<file path="src/rtl/cdq_pkg.sv">
// Package for the circular deque unit: widths, operation codes and the
// status record that travels down the result pipeline. No dependencies.
`default_nettype none

package cdq_pkg;

   localparam int WORD_W        = 32;
   localparam int CNT_W         = 5;
   localparam int OP_W          = 3;
   localparam int DEPTH_DEFAULT = 16;

   // Operation codes carried in the op field of a request beat.
   typedef enum logic [OP_W-1:0] {
      OP_PUSH_FRONT = 3'd0,
      OP_PUSH_BACK  = 3'd1,
      OP_POP_FRONT  = 3'd2,
      OP_POP_BACK   = 3'd3,
      OP_PEEK       = 3'd4
   } op_type;

   typedef logic signed [WORD_W-1:0] word_type;
   typedef logic        [CNT_W-1:0]  cnt_type;

   // Status of one operation, carried from the state update to the result register.
   typedef struct packed {
      logic    ok;
      logic    is_empty;
      logic    is_full;
      cnt_type count;
   } status_type;

endpackage

`default_nettype wire

</file>
<file path="src/rtl/cdq_ifs.sv">
// Valid/ready channel interfaces for request and response beats of the
// circular deque unit. Depends on cdq_pkg.
`default_nettype none

interface cdq_req_if;
   import cdq_pkg::*;

   logic     valid;
   logic     ready;
   op_type   op;
   word_type value;

   modport source (output valid, output op, output value, input ready);
   modport sink   (input valid, input op, input value, output ready);
endinterface

interface cdq_rsp_if;
   import cdq_pkg::*;

   logic     valid;
   logic     ready;
   logic     ok;
   word_type front_value;
   word_type rear_value;
   logic     is_empty;
   logic     is_full;
   cnt_type  count;

   modport source (output valid, output ok, output front_value, output rear_value,
                   output is_empty, output is_full, output count, input ready);
   modport sink   (input valid, input ok, input front_value, input rear_value,
                   input is_empty, input is_full, input count, output ready);
endinterface

`default_nettype wire

</file>
<file path="src/rtl/circular_deque_unit.sv">
// Top level of the circular deque unit: ring-buffer double-ended queue with
// a capacity register. Depends on cdq_pkg and the channel interfaces in cdq_ifs.
//
// Usage. Each request beat on req_chan carries one operation (push front, push
// back, pop front, pop back or peek) and a signed word used by pushes. Every
// request beat produces exactly one response beat on rsp_chan, in order, with
// the ok flag, the front and rear words after the operation (all ones when the
// deque is empty), the empty and full flags and the entry count.
// Pipeline: a request beat, once accepted, updates the pointers, the count and
// the entry store and launches two registered reads of the store into the read
// stage (new front, new rear, with bypass of the word written at the same
// edge); the read stage then loads the response register, from which the
// response beat is taken.
// Throughput: one beat per cycle while the receiver keeps rsp_chan.ready high. The
// pointer update for the next request uses the state written at the previous edge,
// and the two read ports of the store are the only path to the stored words.
// Stalls: when the receiver holds rsp_chan.ready low, the response register
// and then the read stage hold their beats; req_chan.ready drops only once both
// are full, so one new request is still taken while a finished response waits.
// Reset: synchronous, active high. It empties the deque, drops both pipeline
// stages and sets the capacity to its largest value. The store itself is not
// cleared; only written entries reach a response. The capacity register is written
// through csr_wr_en/csr_wr_data only while the unit is idle, a rule for the user that
// the block does not enforce; a write saturates into 1..min(DEPTH,31), empties the deque.
`default_nettype none

module circular_deque_unit #(
   parameter int DEPTH = cdq_pkg::DEPTH_DEFAULT
) (
   input  wire                      clock,
   input  wire                      reset,
   cdq_req_if.sink                  req_chan,
   cdq_rsp_if.source                rsp_chan,
   input  wire                      csr_wr_en,
   input  wire [cdq_pkg::CNT_W-1:0] csr_wr_data
);
   import cdq_pkg::*;

   localparam int IDX_W   = (DEPTH > 1) ? $clog2(DEPTH) : 1;
   localparam int PW      = ((IDX_W > CNT_W) ? IDX_W : CNT_W) + 1;
   localparam int CNT_MAX = (1 << CNT_W) - 1;
   // The capacity cannot exceed the store size nor what the count field can show.
   localparam int CAP_MAX_I = (DEPTH < CNT_MAX) ? DEPTH : CNT_MAX;
   localparam logic [CNT_W-1:0] CAP_MAX = CNT_W'(CAP_MAX_I);

   typedef logic [IDX_W-1:0] idx_type;

   // ------------------------------------------------------------------
   // Architectural state.
   // ------------------------------------------------------------------
   word_type entry_store_ff [DEPTH];
   idx_type  head_ff, head_in;
   idx_type  tail_ff, tail_in;
   cnt_type  count_ff, count_in;
   cnt_type  cap_ff, cap_in;

   // Read stage and response register.
   logic       s1_valid_ff;
   status_type s1_stat_ff, s1_stat_in;
   word_type   front_rd_ff;
   word_type   rear_rd_ff;

   logic       out_valid_ff;
   status_type out_stat_ff;
   word_type   out_front_ff;
   word_type   out_rear_ff;

   // Handshake. The response register advances when it is empty or taken,
   // the read stage when it is empty or can move on.
   logic out_adv;
   logic s1_adv;
   logic accept;

   assign out_adv        = !out_valid_ff || rsp_chan.ready;
   assign s1_adv         = s1_valid_ff && out_adv;
   assign req_chan.ready = !s1_valid_ff || out_adv;
   assign accept         = req_chan.valid && req_chan.ready;

   // ------------------------------------------------------------------
   // Operation decode and pointer update.
   // ------------------------------------------------------------------
   logic    is_empty_now;
   logic    is_full_now;
   logic    ok;
   logic    wr_en;
   idx_type wr_idx;
   idx_type cap_last;
   idx_type head_up;
   idx_type head_down;
   idx_type tail_up;
   idx_type tail_down;
   logic [PW-1:0] head_inc;
   logic [PW-1:0] tail_inc;

   assign is_empty_now = (count_ff == '0);
   assign is_full_now  = (count_ff >= cap_ff);
   assign cap_last     = IDX_W'(cap_ff - CNT_W'(1));
   assign head_inc     = PW'(head_ff) + PW'(1);
   assign tail_inc     = PW'(tail_ff) + PW'(1);

   // Wraparound steps inside the capacity in use.
   assign head_up   = (head_inc >= PW'(cap_ff)) ? '0 : IDX_W'(head_inc);
   assign tail_up   = (tail_inc >= PW'(cap_ff)) ? '0 : IDX_W'(tail_inc);
   assign head_down = (head_ff == '0) ? cap_last : head_ff - IDX_W'(1);
   assign tail_down = (tail_ff == '0) ? cap_last : tail_ff - IDX_W'(1);

   always_comb begin
      head_in  = head_ff;
      tail_in  = tail_ff;
      count_in = count_ff;
      ok       = 1'b0;
      wr_en    = 1'b0;
      wr_idx   = head_ff;
      unique case (req_chan.op)
         OP_PUSH_FRONT: begin
            if (!is_full_now) begin
               ok = 1'b1;
               if (is_empty_now) begin
                  head_in = '0;
                  tail_in = '0;
               end else begin
                  head_in = head_down;
               end
               wr_en    = 1'b1;
               wr_idx   = head_in;
               count_in = count_ff + CNT_W'(1);
            end
         end
         OP_PUSH_BACK: begin
            if (!is_full_now) begin
               ok = 1'b1;
               if (is_empty_now) begin
                  head_in = '0;
                  tail_in = '0;
               end else begin
                  tail_in = tail_up;
               end
               wr_en    = 1'b1;
               wr_idx   = tail_in;
               count_in = count_ff + CNT_W'(1);
            end
         end
         OP_POP_FRONT: begin
            if (!is_empty_now) begin
               ok = 1'b1;
               // Taking the last entry returns both pointers to the start.
               if (count_ff == CNT_W'(1)) begin
                  head_in  = '0;
                  tail_in  = '0;
                  count_in = '0;
               end else begin
                  head_in  = head_up;
                  count_in = count_ff - CNT_W'(1);
               end
            end
         end
         OP_POP_BACK: begin
            if (!is_empty_now) begin
               ok = 1'b1;
               if (count_ff == CNT_W'(1)) begin
                  head_in  = '0;
                  tail_in  = '0;
                  count_in = '0;
               end else begin
                  tail_in  = tail_down;
                  count_in = count_ff - CNT_W'(1);
               end
            end
         end
         OP_PEEK: begin
            ok = 1'b1;
         end
         default: begin
            // Undefined codes change nothing and report failure.
            ok = 1'b0;
         end
      endcase
   end

   // Capacity write saturates into the legal range.
   always_comb begin
      if (csr_wr_data == '0) begin
         cap_in = CNT_W'(1);
      end else if (csr_wr_data > CAP_MAX) begin
         cap_in = CAP_MAX;
      end else begin
         cap_in = csr_wr_data;
      end
   end

   always_ff @(posedge clock) begin
      if (reset) begin
         head_ff  <= '0;
         tail_ff  <= '0;
         count_ff <= '0;
         cap_ff   <= CAP_MAX;
      end else if (csr_wr_en) begin
         // A capacity write empties the deque.
         head_ff  <= '0;
         tail_ff  <= '0;
         count_ff <= '0;
         cap_ff   <= cap_in;
      end else if (accept) begin
         head_ff  <= head_in;
         tail_ff  <= tail_in;
         count_ff <= count_in;
      end
   end

   // ------------------------------------------------------------------
   // Entry store: one write port, two registered read ports. A read of the
   // entry written at the same edge takes the incoming word.
   // ------------------------------------------------------------------
   always_ff @(posedge clock) begin
      if (accept && wr_en) begin
         entry_store_ff[wr_idx] <= req_chan.value;
      end
   end

   always_comb begin
      s1_stat_in.ok       = ok;
      s1_stat_in.is_empty = (count_in == '0);
      s1_stat_in.is_full  = (count_in == cap_ff);
      s1_stat_in.count    = count_in;
   end

   always_ff @(posedge clock) begin
      if (accept) begin
         front_rd_ff <= (wr_en && (wr_idx == head_in)) ? req_chan.value
                                                       : entry_store_ff[head_in];
         rear_rd_ff  <= (wr_en && (wr_idx == tail_in)) ? req_chan.value
                                                       : entry_store_ff[tail_in];
         s1_stat_ff  <= s1_stat_in;
      end
   end

   always_ff @(posedge clock) begin
      if (reset) begin
         s1_valid_ff <= 1'b0;
      end else if (accept) begin
         s1_valid_ff <= 1'b1;
      end else if (s1_adv) begin
         s1_valid_ff <= 1'b0;
      end
   end

   // ------------------------------------------------------------------
   // Response register. An empty deque shows all ones in both value fields.
   // ------------------------------------------------------------------
   always_ff @(posedge clock) begin
      if (s1_adv) begin
         out_stat_ff  <= s1_stat_ff;
         out_front_ff <= s1_stat_ff.is_empty ? '1 : front_rd_ff;
         out_rear_ff  <= s1_stat_ff.is_empty ? '1 : rear_rd_ff;
      end
   end

   always_ff @(posedge clock) begin
      if (reset) begin
         out_valid_ff <= 1'b0;
      end else if (s1_adv) begin
         out_valid_ff <= 1'b1;
      end else if (rsp_chan.ready) begin
         out_valid_ff <= 1'b0;
      end
   end

   assign rsp_chan.valid       = out_valid_ff;
   assign rsp_chan.ok          = out_stat_ff.ok;
   assign rsp_chan.front_value = out_front_ff;
   assign rsp_chan.rear_value  = out_rear_ff;
   assign rsp_chan.is_empty    = out_stat_ff.is_empty;
   assign rsp_chan.is_full     = out_stat_ff.is_full;
   assign rsp_chan.count       = out_stat_ff.count;

endmodule

`default_nettype wire
</file>
<file path="src/flat_wrapper.sv">
// flat-port wrapper written by rule: the top's interface ports become plain ports
module circular_deque_unit_flat import cdq_pkg::*;
#(
   parameter int DEPTH = cdq_pkg::DEPTH_DEFAULT
)
  (clock, reset, csr_wr_en, csr_wr_data, req_chan_valid, req_chan_op, req_chan_value, req_chan_ready, rsp_chan_valid, rsp_chan_ok, rsp_chan_front_value, rsp_chan_rear_value, rsp_chan_is_empty, rsp_chan_is_full, rsp_chan_count, rsp_chan_ready);
  cdq_req_if req_chan_i ();
  cdq_rsp_if rsp_chan_i ();
  input  wire clock;
  input  wire reset;
  input  wire csr_wr_en;
  input  wire [cdq_pkg::CNT_W-1:0] csr_wr_data;
  input wire logic [$bits(req_chan_i.valid)-1:0] req_chan_valid;
  input wire logic [$bits(req_chan_i.op)-1:0] req_chan_op;
  input wire logic [$bits(req_chan_i.value)-1:0] req_chan_value;
  output wire logic [$bits(req_chan_i.ready)-1:0] req_chan_ready;
  output wire logic [$bits(rsp_chan_i.valid)-1:0] rsp_chan_valid;
  output wire logic [$bits(rsp_chan_i.ok)-1:0] rsp_chan_ok;
  output wire logic [$bits(rsp_chan_i.front_value)-1:0] rsp_chan_front_value;
  output wire logic [$bits(rsp_chan_i.rear_value)-1:0] rsp_chan_rear_value;
  output wire logic [$bits(rsp_chan_i.is_empty)-1:0] rsp_chan_is_empty;
  output wire logic [$bits(rsp_chan_i.is_full)-1:0] rsp_chan_is_full;
  output wire logic [$bits(rsp_chan_i.count)-1:0] rsp_chan_count;
  input wire logic [$bits(rsp_chan_i.ready)-1:0] rsp_chan_ready;
  assign req_chan_i.valid = req_chan_valid;
  assign req_chan_i.op = req_chan_op;
  assign req_chan_i.value = req_chan_value;
  assign req_chan_ready = req_chan_i.ready;
  assign rsp_chan_valid = rsp_chan_i.valid;
  assign rsp_chan_ok = rsp_chan_i.ok;
  assign rsp_chan_front_value = rsp_chan_i.front_value;
  assign rsp_chan_rear_value = rsp_chan_i.rear_value;
  assign rsp_chan_is_empty = rsp_chan_i.is_empty;
  assign rsp_chan_is_full = rsp_chan_i.is_full;
  assign rsp_chan_count = rsp_chan_i.count;
  assign rsp_chan_i.ready = rsp_chan_ready;
  circular_deque_unit #(.DEPTH(DEPTH)) u_core (.clock(clock), .reset(reset), .req_chan(req_chan_i), .rsp_chan(rsp_chan_i), .csr_wr_en(csr_wr_en), .csr_wr_data(csr_wr_data));
endmodule
</file>
<file path="config.mk">
export PLATFORM = sky130hd
export DESIGN_NAME = circular_deque_unit_flat
export DESIGN_NICKNAME = d
export VERILOG_FILES = /design/src/rtl/cdq_pkg.sv /design/src/rtl/cdq_ifs.sv /design/src/rtl/circular_deque_unit.sv /design/src/flat_wrapper.sv
export SDC_FILE = /design/constraint.sdc
export NUM_CORES = 1
export LEC_CHECK = 0
export BUFFER_PORTS_ARGS = -buffer_cell sky130_fd_sc_hd__clkbuf_2
export CAP_MARGIN = 20
export CORE_MARGIN = 5
export CORE_UTILIZATION = 40
export CTS_BUF_LIST = sky130_fd_sc_hd__clkbuf_16
export DETAILED_ROUTE_END_ITERATION = 8
export PLACE_DENSITY = 0.57
export SETUP_SLACK_MARGIN = 0.1
export SYNTH_ARGS = -nofsm -noshare
export SYNTH_HDL_FRONTEND = slang
export SYNTH_SLANG_ARGS = --single-unit
</file>
<file path="constraint.sdc">
create_clock -name clock -period 4.6 [get_ports clock]
set_input_delay 0.92 -clock clock [delete_from_list [all_inputs] [get_ports clock]]
set_output_delay 0.92 -clock clock [all_outputs]
set_load 0.01 [all_outputs]
</file>
==> run_results.csv, run 1 <==
group,metric,value,unit
timing,skew,0.02852,ns
setup_path,crit_type,"reg -> reg",
place,gp_congestion,0.8915,
synthesis,synthFlopType,"edfxtp_1",
clock_tree,cts.sink_count,676,
detailed_routing,drt_first_pass_iters,5,
power_and_ir_drop,ir_drop,0.0002555,V
detailed_routing,drt_wl_total,105400,um
layout,nets,2609,
setup_path,startpoint_type,"register",
power_and_ir_drop,power.total,14.39,mW
clock_tree,cts-htree-levels,3,
timing,tightest_slew,1.042,ns
setup_path,critical-path-top-delay-family,"compound AO/OA/AOI/OAI gates",
clock_tree,path_clk_slew,0.06,ns
floorplanning,std_cell_rows,105,
detailed_routing,route.detailed.drc,0,
setup_path,cp.required,4.97,ns
place,port_buffers,118,
setup_path,cp_slowest_cell,"a221o_4",
synthesis,synthesis.nets,2490,
place,place_hpwl,59810,um
synthesis,yosysUniqueCellTypes,74,
detailed_routing,num_vias,22984,
synthesis,seq_area_frac_synth,61.11,%
synthesis,syn_inst,2422,
layout,final_cell_mix,"edfxtp_1, mux2i_1, mux2_2",
power_and_ir_drop,power.density,376.2,nW/um^2
setup_path,cp-end-kind,"register",
grt,gr-usage-all-layers,22.92,%
synthesis,synth-edff-count,656,
grt,antenna_found_initial,3,
timing,slew_viol_final,0,
setup_path,crit_buf_inv,2,
layout,final_common_cell,"edfxtp_1",
setup_path,cp_common_cell,"ha_1",
synthesis,synthTopCellsByArea,"edfxtp_1, mux2i_1, mux2_2, o211ai_1, a211o_1",
clock_tree,root_buffer,"clkbuf_16",
timing,rsz0062_at_grt,"false",
timing,finalSetupViolations,0,
floorplanning,die_h,296.7,um
clock_tree,cts_hold_buf,0,
synthesis,syn_area,32890,um^2
synthesis,syn_avg_cell_area,13.58,um^2
setup_path,critPathMaxFanout,37,
synthesis,synth_seq_cells,676,
clock_tree,clkLatencyLatePin,0.63,ns
clock_tree,cts_tree,"done",
place,placed_area,35840,um^2
synthesis,yosysTopAreaCellShare,59.90,%
detailed_routing,ant_nets,0,
timing,post-route-period-util,94.25,%
timing,setup-tns-final,0,ns
setup_path,slowest_delay,0.63,ns
layout,drive_above_1_share,24.42,%
clock_tree,cts_buffers,75,
timing,layout_min_cycle_time,4.335,ns
clock_tree,clockBufferDepth,3,
layout,postLayoutCellArea,38240,um^2
setup_path,crit_chain,"inv_1 -> ha_1 -> ha_1 -> a21oi_1 -> o211a_2 -> a2111o_1 -> a221o_4 -> buf_12 -> a211o_1 -> o211ai_1 -> nand4_1 -> mux2_2",
place,place_ws,0.1694,ns
floorplanning,start_util,40.18,%
floorplanning,die_x,296.7,um
floorplanning,top_level_ports,119,
timing,fin_ws,0.2646,ns
timing,finalHoldViolations,0,
grt,grt_start_max_net_pins,156,
floorplanning,die-area,88050,um^2
layout,area_growth,16.28,%
run_status,status,"finished, final reports clean",
detailed_routing,via_per_inst,6.258,
power_and_ir_drop,power_leakage,13.03,nW
synthesis,yosys.area.top_type,"edfxtp_1",
grt,grt_pass1_vias,23090,
run,max_cap_viol_count,0,
timing,maxSlewHeadroom,30.39,%
floorplanning,core_area,81850,um^2
grt,grt_first_pass_wirelength,153300,um
hold_path,hold_path.class,"reg -> reg",
timing,fin_hold_ws,0.4179,ns
timing,fmax,230.7,MHz
synthesis,ys_async_sr_fraction,0,%
synthesis,ys_warn_count,0,
grt,grt-ovfl-total,0,
detailed_routing,drt-initial-drc-count,2278,
setup_path,arrival,4.70,ns
detailed_routing,wl_per_cell,28.69,um
[synthesized netlist by cell type (4+ instances only)]
| cell | instances |
|---|---|
| o221ai_1 | 4 |
| o21a_1 | 97 |
| ha_1 | 23 |
| buf_1 | 6 |
| o211ai_1 | 130 |
| nor2b_1 | 6 |
| a2bb2oi_1 | 4 |
| a31oi_1 | 32 |
| and2_1 | 33 |
| buf_2 | 56 |
| nand4_1 | 35 |
| dfxtp_1 | 20 |
| nand2b_1 | 4 |
| edfxtp_1 | 656 |
| a211o_1 | 93 |
| mux2i_1 | 230 |
| nand2_1 | 32 |
| xor2_1 | 7 |
| xnor2_1 | 13 |
| a21oi_1 | 60 |
| o22ai_1 | 33 |
| or3_1 | 34 |
| inv_1 | 53 |
| nand3_1 | 49 |
| o32ai_1 | 31 |
| a21o_1 | 5 |
| o21ai_0 | 49 |
| nor3_1 | 49 |
| a221oi_1 | 63 |
| mux4_2 | 4 |
| clkbuf_1 | 139 |
| buf_6 | 4 |
| a211oi_1 | 43 |
| mux2_2 | 157 |
| nor2_1 | 54 |
| or2_2 | 67 |
[cells by family (layout without fill, tap and decap cells)]
logic type | Yosys count | count (layout) | share of synthesized area [%]
flip-flops | 676 | 676 | 61.11
AO/OA/AOI/OAI | 671 | 671 | 15.17
multiplexers | 392 | 392 | 12.68
AND/OR/NAND/NOR | 382 | 382 | 6.373
buffers and inverters | 258 | 436 | 3.249
adder cells (fa/ha/maj) | 23 | 23 | 0.8750
XOR/XNOR | 20 | 20 | 0.5326
other | 0 | 3 | 0
[where the power goes]
group | total [mW] | switching, mW | internal, mW
clock network | 5.86 | 2.50 | 3.36
registers | 7.00 | 0.0591 | 6.94
logic | 1.53 | 0.934 | 0.597
total | 14.4 | 3.49 | 10.9
[through the flow]
step,cells,utilization (%)
CTS,3670,46.70
finish,3673,46.72
floorplan,2422,-
global placement,3534,43.79
detailed placement,3534,43.79
global route,3671,46.72
[flip-flops by register name, indices dropped and copies added (netlist names)]
signal	flops
u_core.rsp_chan.is_full	1
u_core.rsp_chan.count	5
u_core.tail_ff	4
u_core.entry_store_ff	512
u_core.rsp_chan.front_value	32
u_core.rsp_chan.ok	1
u_core.head_ff	4
u_core.count_ff	5
u_core.front_rd_ff	32
u_core.rsp_chan.is_empty	1
u_core.cap_ff	5
u_core.rsp_chan.rear_value	32
u_core.s1_stat_ff	8
u_core.rear_rd_ff	32
u_core.rsp_chan.valid	1
u_core.s1_valid_ff	1
[layer usage]
layer	vias to the layer above	wire [um]	track usage [%]	part of all wire, %
li1	9941	-	-	-
met1	11605	43200	30.98	41
met2	1204	49680	37.57	47
met3	234	8663	3.586	8.2
met4	0	3815	8.704	3.6
met5	-	0	0	0
[cell type report]
type,instances,area (um^2)
antenna,3,7.507
timing repair buffer,247,2185
fill,7151,43610
tap,1070,1339
multi-input combinational,1488,12030
sequential,676,20100
clock buffer,78,1952
inverter,53,201.4
clock inverter,58,432.9
[path summary, 6_finish.rpt]
| kind | to | depth (start not counted) | from | slack, ns |
|---|---|---|---|---|
| setup / recovery | u_core.front_rd_ff[20] | 12 | u_core.head_ff[0] | 0.26 |
| hold / removal | u_core.rsp_chan.is_full | 0 | u_core.s1_stat_ff[5] | 0.42 |
| setup reg to reg | u_core.front_rd_ff[20] | 12 | u_core.head_ff[0] | 0.26 |
| hold reg to reg | u_core.rsp_chan.is_full | 0 | u_core.s1_stat_ff[5] | 0.42 |
[timing repair]
action / 4_1_cts / 5_1_grt
buffers inserted: 0 / 0
endpoints found under the setup margin: 0 / 27
resized for setup: 0 / 3
[worst reg2reg max path, cell delays in order (launching register included)]
cell and delay (ns):
dfxtp_1 0.60, inv_1 0.09, ha_1 0.36, ha_1 0.29
a21oi_1 0.06, o211a_2 0.33, a2111o_1 0.50, a221o_4 0.63
buf_12 0.36, a211o_1 0.32, o211ai_1 0.13, nand4_1 0.13
mux2_2 0.29
(Power assumes the default switching activity.)
==> inputs of run 2 (changes only) <==
Settings changed: RECOVER_POWER set to 25.
==> run_results.csv, run 2 (synthesis results as in run 1) <==
group,metric,value,unit
run_status,status,"finished, final reports clean",
detailed_routing,ant_nets,0,
grt,antenna_found_initial,3,
layout,stdcell_count,3672,
layout,final_cell_mix,"edfxtp_1, mux2i_1, mux2_2",
detailed_routing,drt_wl_total,105400,um
layout,largest_reg_flops,512,
layout,drive_above_1_share,23.50,%
clock_tree,path_clk_slew,0.06,ns
setup_path,crit_chain,"inv_1 -> ha_1 -> ha_1 -> a21oi_1 -> o211a_2 -> a2111o_1 -> a221o_4 -> buf_12 -> a211o_1 -> o211ai_1 -> nand4_1 -> mux2_2",
timing,post-route-period-util,94.04,%
timing,finalHoldViolations,0,
place,placed_cells,3534,
setup_path,cp.required,4.97,ns
timing,skew,0.03004,ns
layout,n_fill_cell,7151,
clock_tree,cts_tree,"done",
clock_tree,root_buffer,"clkbuf_16",
place,place_hpwl,59810,um
clock_tree,clockBufferDepth,3,
clock_tree,cts_setup_buffers,0,
setup_path,slowest_delay,0.63,ns
power_and_ir_drop,power.total,14.39,mW
floorplanning,core_area,81850,um^2
power_and_ir_drop,seqPwrFrac,48.7,%
floorplanning,std_cell_rows,105,
power_and_ir_drop,switchingPower,3.493,mW
setup_path,critPathMaxFanout,37,
power_and_ir_drop,power_leakage,12.96,nW
detailed_routing,route.detailed.drc,0,
setup_path,startpoint_type,"register",
timing,layout_min_cycle_time,4.326,ns
detailed_routing,wl_per_cell,28.70,um
power_and_ir_drop,ir_drop,0.0002558,V
grt,grt_first_pass_wirelength,153300,um
timing,fin_ws,0.2741,ns
power_and_ir_drop,clockPowerShare,40.7,%
floorplanning,die_h,296.7,um
floorplanning,start_util,40.18,%
setup_path,cp_slowest_cell,"a221o_4",
timing,tightest_slew,1.056,ns
grt,gr-usage-all-layers,22.92,%
timing,finalSetupViolations,0,
timing,fin_hold_ws,0.4180,ns
detailed_routing,via_per_inst,6.267,
setup_path,arrival,4.69,ns
detailed_routing,drt-initial-drc-count,2249,
run,max_cap_viol_count,0,
layout,nets,2609,
detailed_routing,num_vias,23012,
grt,grt_pass1_vias,23090,
setup_path,cp_common_cell,"ha_1",
grt,grt-ovfl-total,0,
floorplanning,die_x,296.7,um
floorplanning,die-area,88050,um^2
clock_tree,cts-htree-levels,3,
place,port_buffers,118,
setup_path,critical-path-top-delay-family,"compound AO/OA/AOI/OAI gates",
layout,area_growth,16.18,%
grt,grt_start_max_net_pins,156,
timing,rsz0062_at_grt,"false",
place,place_ws,0.1694,ns
setup_path,crit_buf_inv,2,
clock_tree,clkLatencyLatePin,0.63,ns
detailed_routing,drt_first_pass_iters,6,
setup_path,cp-end-kind,"register",
power_and_ir_drop,switching_share,24.28,%
timing,fmax,231.2,MHz
power_and_ir_drop,internal_power,10.89,mW
floorplanning,top_level_ports,119,
place,gp_congestion,0.8915,
timing,maxSlewHeadroom,29.47,%
setup_path,crit_type,"reg -> reg",
clock_tree,cts_hold_buf,0,
power_and_ir_drop,combPwrFrac,10.6,%
hold_path,hold_path.class,"reg -> reg",
power_and_ir_drop,power.density,376.5,nW/um^2
clock_tree,cts_buffers,75,
timing,slew_viol_final,0,
clock_tree,cts.sink_count,676,
layout,final_common_cell,"edfxtp_1",
timing,setup-tns-final,0,ns
layout,max_flop_register,"u_core.entry_store_ff",
==> run 2: path summary, 6_finish.rpt <==
| check | cells past startpoint | slack (ns) | from | to |
|---|---|---|---|---|
| worst max-delay path | 12 | 0.27 | u_core.head_ff[0] | u_core.front_rd_ff[20] |
| worst min-delay path | 0 | 0.42 | u_core.s1_stat_ff[5] | u_core.rsp_chan.is_full |
| worst max register to register | 12 | 0.27 | u_core.head_ff[0] | u_core.front_rd_ff[20] |
| worst min register to register | 0 | 0.42 | u_core.s1_stat_ff[5] | u_core.rsp_chan.is_full |
==> run 2: cell type report <==
type	instances	area, um^2	share of cell area (%)
diodes	2	5.005	0.01310
clock buffers	78	1952	5.108
clock inverters	58	432.9	1.133
inverters	53	201.4	0.5272
multi-input cells	1488	12030	31.47
flip-flops and latches	676	20100	52.60
well taps	1070	1339	3.504
repair buffers	247	2155	5.639
==> run 2: timing repair <==
item / in CTS / in global routing
endpoints found under the hold margin: 0 / 0
setup endpoints to repair: 0 / 27
gates resized for setup: 0 / 3
==> run 2: per-stage QoR <==
stage / utilization [%] / cell area, um^2
finish: 46.68 / 38210
global route: 46.68 / 38210
CTS: 46.70 / 38230
detailed placement: 43.79 / 35840
global placement: 43.79 / 35840
floorplan: - / 32890
==> run 2: worst register-to-register path: cells and delay by family (launching register included) <==
kind / cells / cell delay, ns
adders and majority gates: 2 / 0.65
and+or+nand+nor: 1 / 0.13
DFF: 1 / 0.59
buffers and inverters: 2 / 0.45
AOI/OAI and AO/OA: 6 / 1.96
muxes: 1 / 0.29
==> run 2: power groups by stage <==
| stage | registers [mW] | logic, mW | clock network (mW) |
|---|---|---|---|
| finish | 7.00 | 1.53 | 5.86 |
| global route | 7.01 | 1.63 | 6.22 |
| CTS | 7.00 | 1.52 | 5.99 |
| detailed placement | 7.13 | 1.52 | 0 |
| global placement | 7.13 | 1.50 | 0 |
| floorplan | 7.12 | 0.899 | 0 |
==> run 2: per-layer routing <==
layer  global-route usage, %  vias up  wire [um]
li1                        -     9943          -
met5                       0        -          0
met3                   3.586      247       8235
met2                   37.57     1170      49600
met4                   8.704        0       4031
met1                   30.98    11652      43530
==> inputs of run 3 (changes only) <==
Settings changed: CORE_UTILIZATION 40 to 29, PLACE_DENSITY 0.57 to 0.44.
==> run_results.csv, run 3 (synthesis results as in run 1) <==
group,metric,value,unit
power_and_ir_drop,combPwrFrac,10.4,%
layout,drive_above_1_share,24.04,%
layout,max_flop_register,"u_core.entry_store_ff",
power_and_ir_drop,ir_drop,0.0002208,V
setup_path,arrival,4.64,ns
setup_path,r2r_start,"u_core.cap_ff[2]",
setup_path,r2r_cells,13,
power_and_ir_drop,internal_power,11.40,mW
floorplanning,die_x,346.8,um
detailed_routing,drt_wl_total,116800,um
grt,gr-usage-all-layers,18.57,%
detailed_routing,via_per_inst,5.502,
setup_path,crit_type,"reg -> reg",
timing,rsz0062_at_grt,"false",
detailed_routing,num_vias,22629,
clock_tree,clkLatencyLatePin,0.64,ns
timing,post-route-period-util,92.92,%
power_and_ir_drop,switchingPower,3.711,mW
place,port_buffers,118,
grt,grt-ovfl-total,0,
timing,layout_min_cycle_time,4.274,ns
setup_path,critPathMaxFanout,26,
detailed_routing,route.detailed.drc,0,
detailed_routing,drt-initial-drc-count,1800,
layout,nets,2616,
setup_path,r2r_slack,0.33,ns
hold_path,hold_path.class,"reg -> reg",
run_status,status,"finished, final reports clean",
timing,fin_hold_ws,0.4188,ns
timing,fmax,234.0,MHz
floorplanning,start_util,29.23,%
layout,largest_reg_flops,512,
clock_tree,cts.sink_count,676,
layout,area_growth,19.09,%
detailed_routing,drt_first_pass_iters,6,
setup_path,r2r_end,"u_core.rear_rd_ff[17]",
floorplanning,std_cell_rows,123,
setup_path,startpoint_type,"register",
clock_tree,cts-htree-levels,3,
power_and_ir_drop,clockPowerShare,43.2,%
power_and_ir_drop,power_leakage,13.11,nW
power_and_ir_drop,power.density,385.8,nW/um^2
timing,skew,0.02086,ns
place,place_hpwl,64710,um
clock_tree,cts_hold_buf,0,
timing,maxSlewHeadroom,35.62,%
grt,grt_first_pass_wirelength,165700,um
timing,slew_viol_final,0,
place,gp_congestion,0.8283,
timing,tightest_slew,0.9657,ns
grt,grt_pass1_vias,23221,
timing,setup-tns-final,0,ns
setup_path,crit_start,"u_core.cap_ff[2]",
layout,final_util,34.82,%
layout,final_cell_mix,"edfxtp_1, mux2i_1, mux2_2",
setup_path,cp-end-kind,"register",
layout,final_common_cell,"edfxtp_1",
detailed_routing,wl_per_cell,28.40,um
setup_path,cp-endpoint,"u_core.rear_rd_ff[17]",
floorplanning,die-area,120200,um^2
clock_tree,root_buffer,"clkbuf_16",
run,max_cap_viol_count,0,
grt,antenna_found_initial,5,
power_and_ir_drop,switching_share,24.56,%
detailed_routing,ant_nets,0,
floorplanning,die_h,346.8,um
grt,grt_start_max_net_pins,156,
setup_path,cp.required,4.96,ns
floorplanning,top_level_ports,119,
clock_tree,cts_buffers,81,
timing,finalHoldViolations,0,
floorplanning,core_area,112500,um^2
clock_tree,cts_tree,"done",
clock_tree,clockBufferDepth,3,
timing,finalSetupViolations,0,
clock_tree,path_clk_slew,0.06,ns
power_and_ir_drop,seqPwrFrac,46.4,%
## run 3: changes by cell type in the layout (fill, tap and decap cells not counted), sizes merged
cell,before,now
clkinvlp,1,6
clkbuf,196,202
bufinv,5,10
diode,2,1
clkinv,38,34
## run 3: power by group through the flow
| stage | clock network (mW) | registers [mW] | logic [mW] |
|---|---|---|---|
| 3_3_place_gp | 0 | 7.16 | 1.52 |
| 2_1_floorplan | 0 | 7.12 | 0.899 |
| 4_1_cts | 6.73 | 7.02 | 1.56 |
| 6_report | 6.53 | 7.02 | 1.57 |
| 3_5_place_dp | 0 | 7.15 | 1.55 |
| 5_1_grt | 6.99 | 7.03 | 1.67 |
## run 3: repair_timing
action,4_1_cts,5_1_grt
cloned,0,2
setup buffers,0,5
pin swaps,1,1
endpoints found under the hold margin,0,0
gates resized for setup,0,11
endpoints found under the setup margin,1,84
## run 3: cell type report
class | instances | area, um^2
antenna | 1 | 2.502
clock buffer | 83 | 2077
clock inverter | 64 | 610.6
fill | 10755 | 73330
inverter | 53 | 201.4
multi-input combinational | 1488 | 12050
sequential | 676 | 20100
tap | 1500 | 1877
timing repair buffer | 248 | 2250
## run 3: metrics by stage
step                area [um^2]  setup slack, ns  power (mW)  std cells
finish                    39170           0.3256       15.11       4113
global route              39170           0.1079       15.69       4113
CTS                       39080           0.1364       15.31       4105
detailed placement        36390          0.03895       8.700       3958
global placement          36360          0.09888       8.686       3957
floorplan                 32890           0.2125       8.019       2422
## run 3: metal layers
layer	wire length [um]	vias up	share of wire, %	track usage, %
li1	-	9964	-	-
met1	49170	11599	42	23.96
met2	57620	855	49	32.15
met3	6867	205	5.9	2.937
met4	3131	6	2.7	5.765
met5	36	-	0.031	0
## run 3: worst min-delay path by stage
stage,startpoint,end,slack (ns),cells past startpoint
after floorplan,u_core.s1_stat_ff[0],u_core.rsp_chan.count[0],0.40,0
after global placement,u_core.s1_stat_ff[5],u_core.rsp_chan.is_full,0.40,0
after detailed placement,u_core.s1_stat_ff[5],u_core.rsp_chan.is_full,0.41,0
after CTS,u_core.s1_stat_ff[0],u_core.rsp_chan.count[0],0.42,0
after global routing,u_core.s1_stat_ff[0],u_core.rsp_chan.count[0],0.43,0
final,u_core.s1_stat_ff[0],u_core.rsp_chan.count[0],0.42,0
## run 3: worst max-delay path, stage by stage (launching register included)
cell       delay [ns]
dfxtp_1          0.44
inv_1            0.20
ha_1             0.35
a21oi_1          0.18
o21a_1           0.30
o22ai_1          0.22
or2_0            0.31
buf_4            0.17
a221oi_4         0.53
clkbuf_16        0.37
nor3_4           0.09
buf_12           0.21
a221oi_2         0.39
a31oi_1          0.18
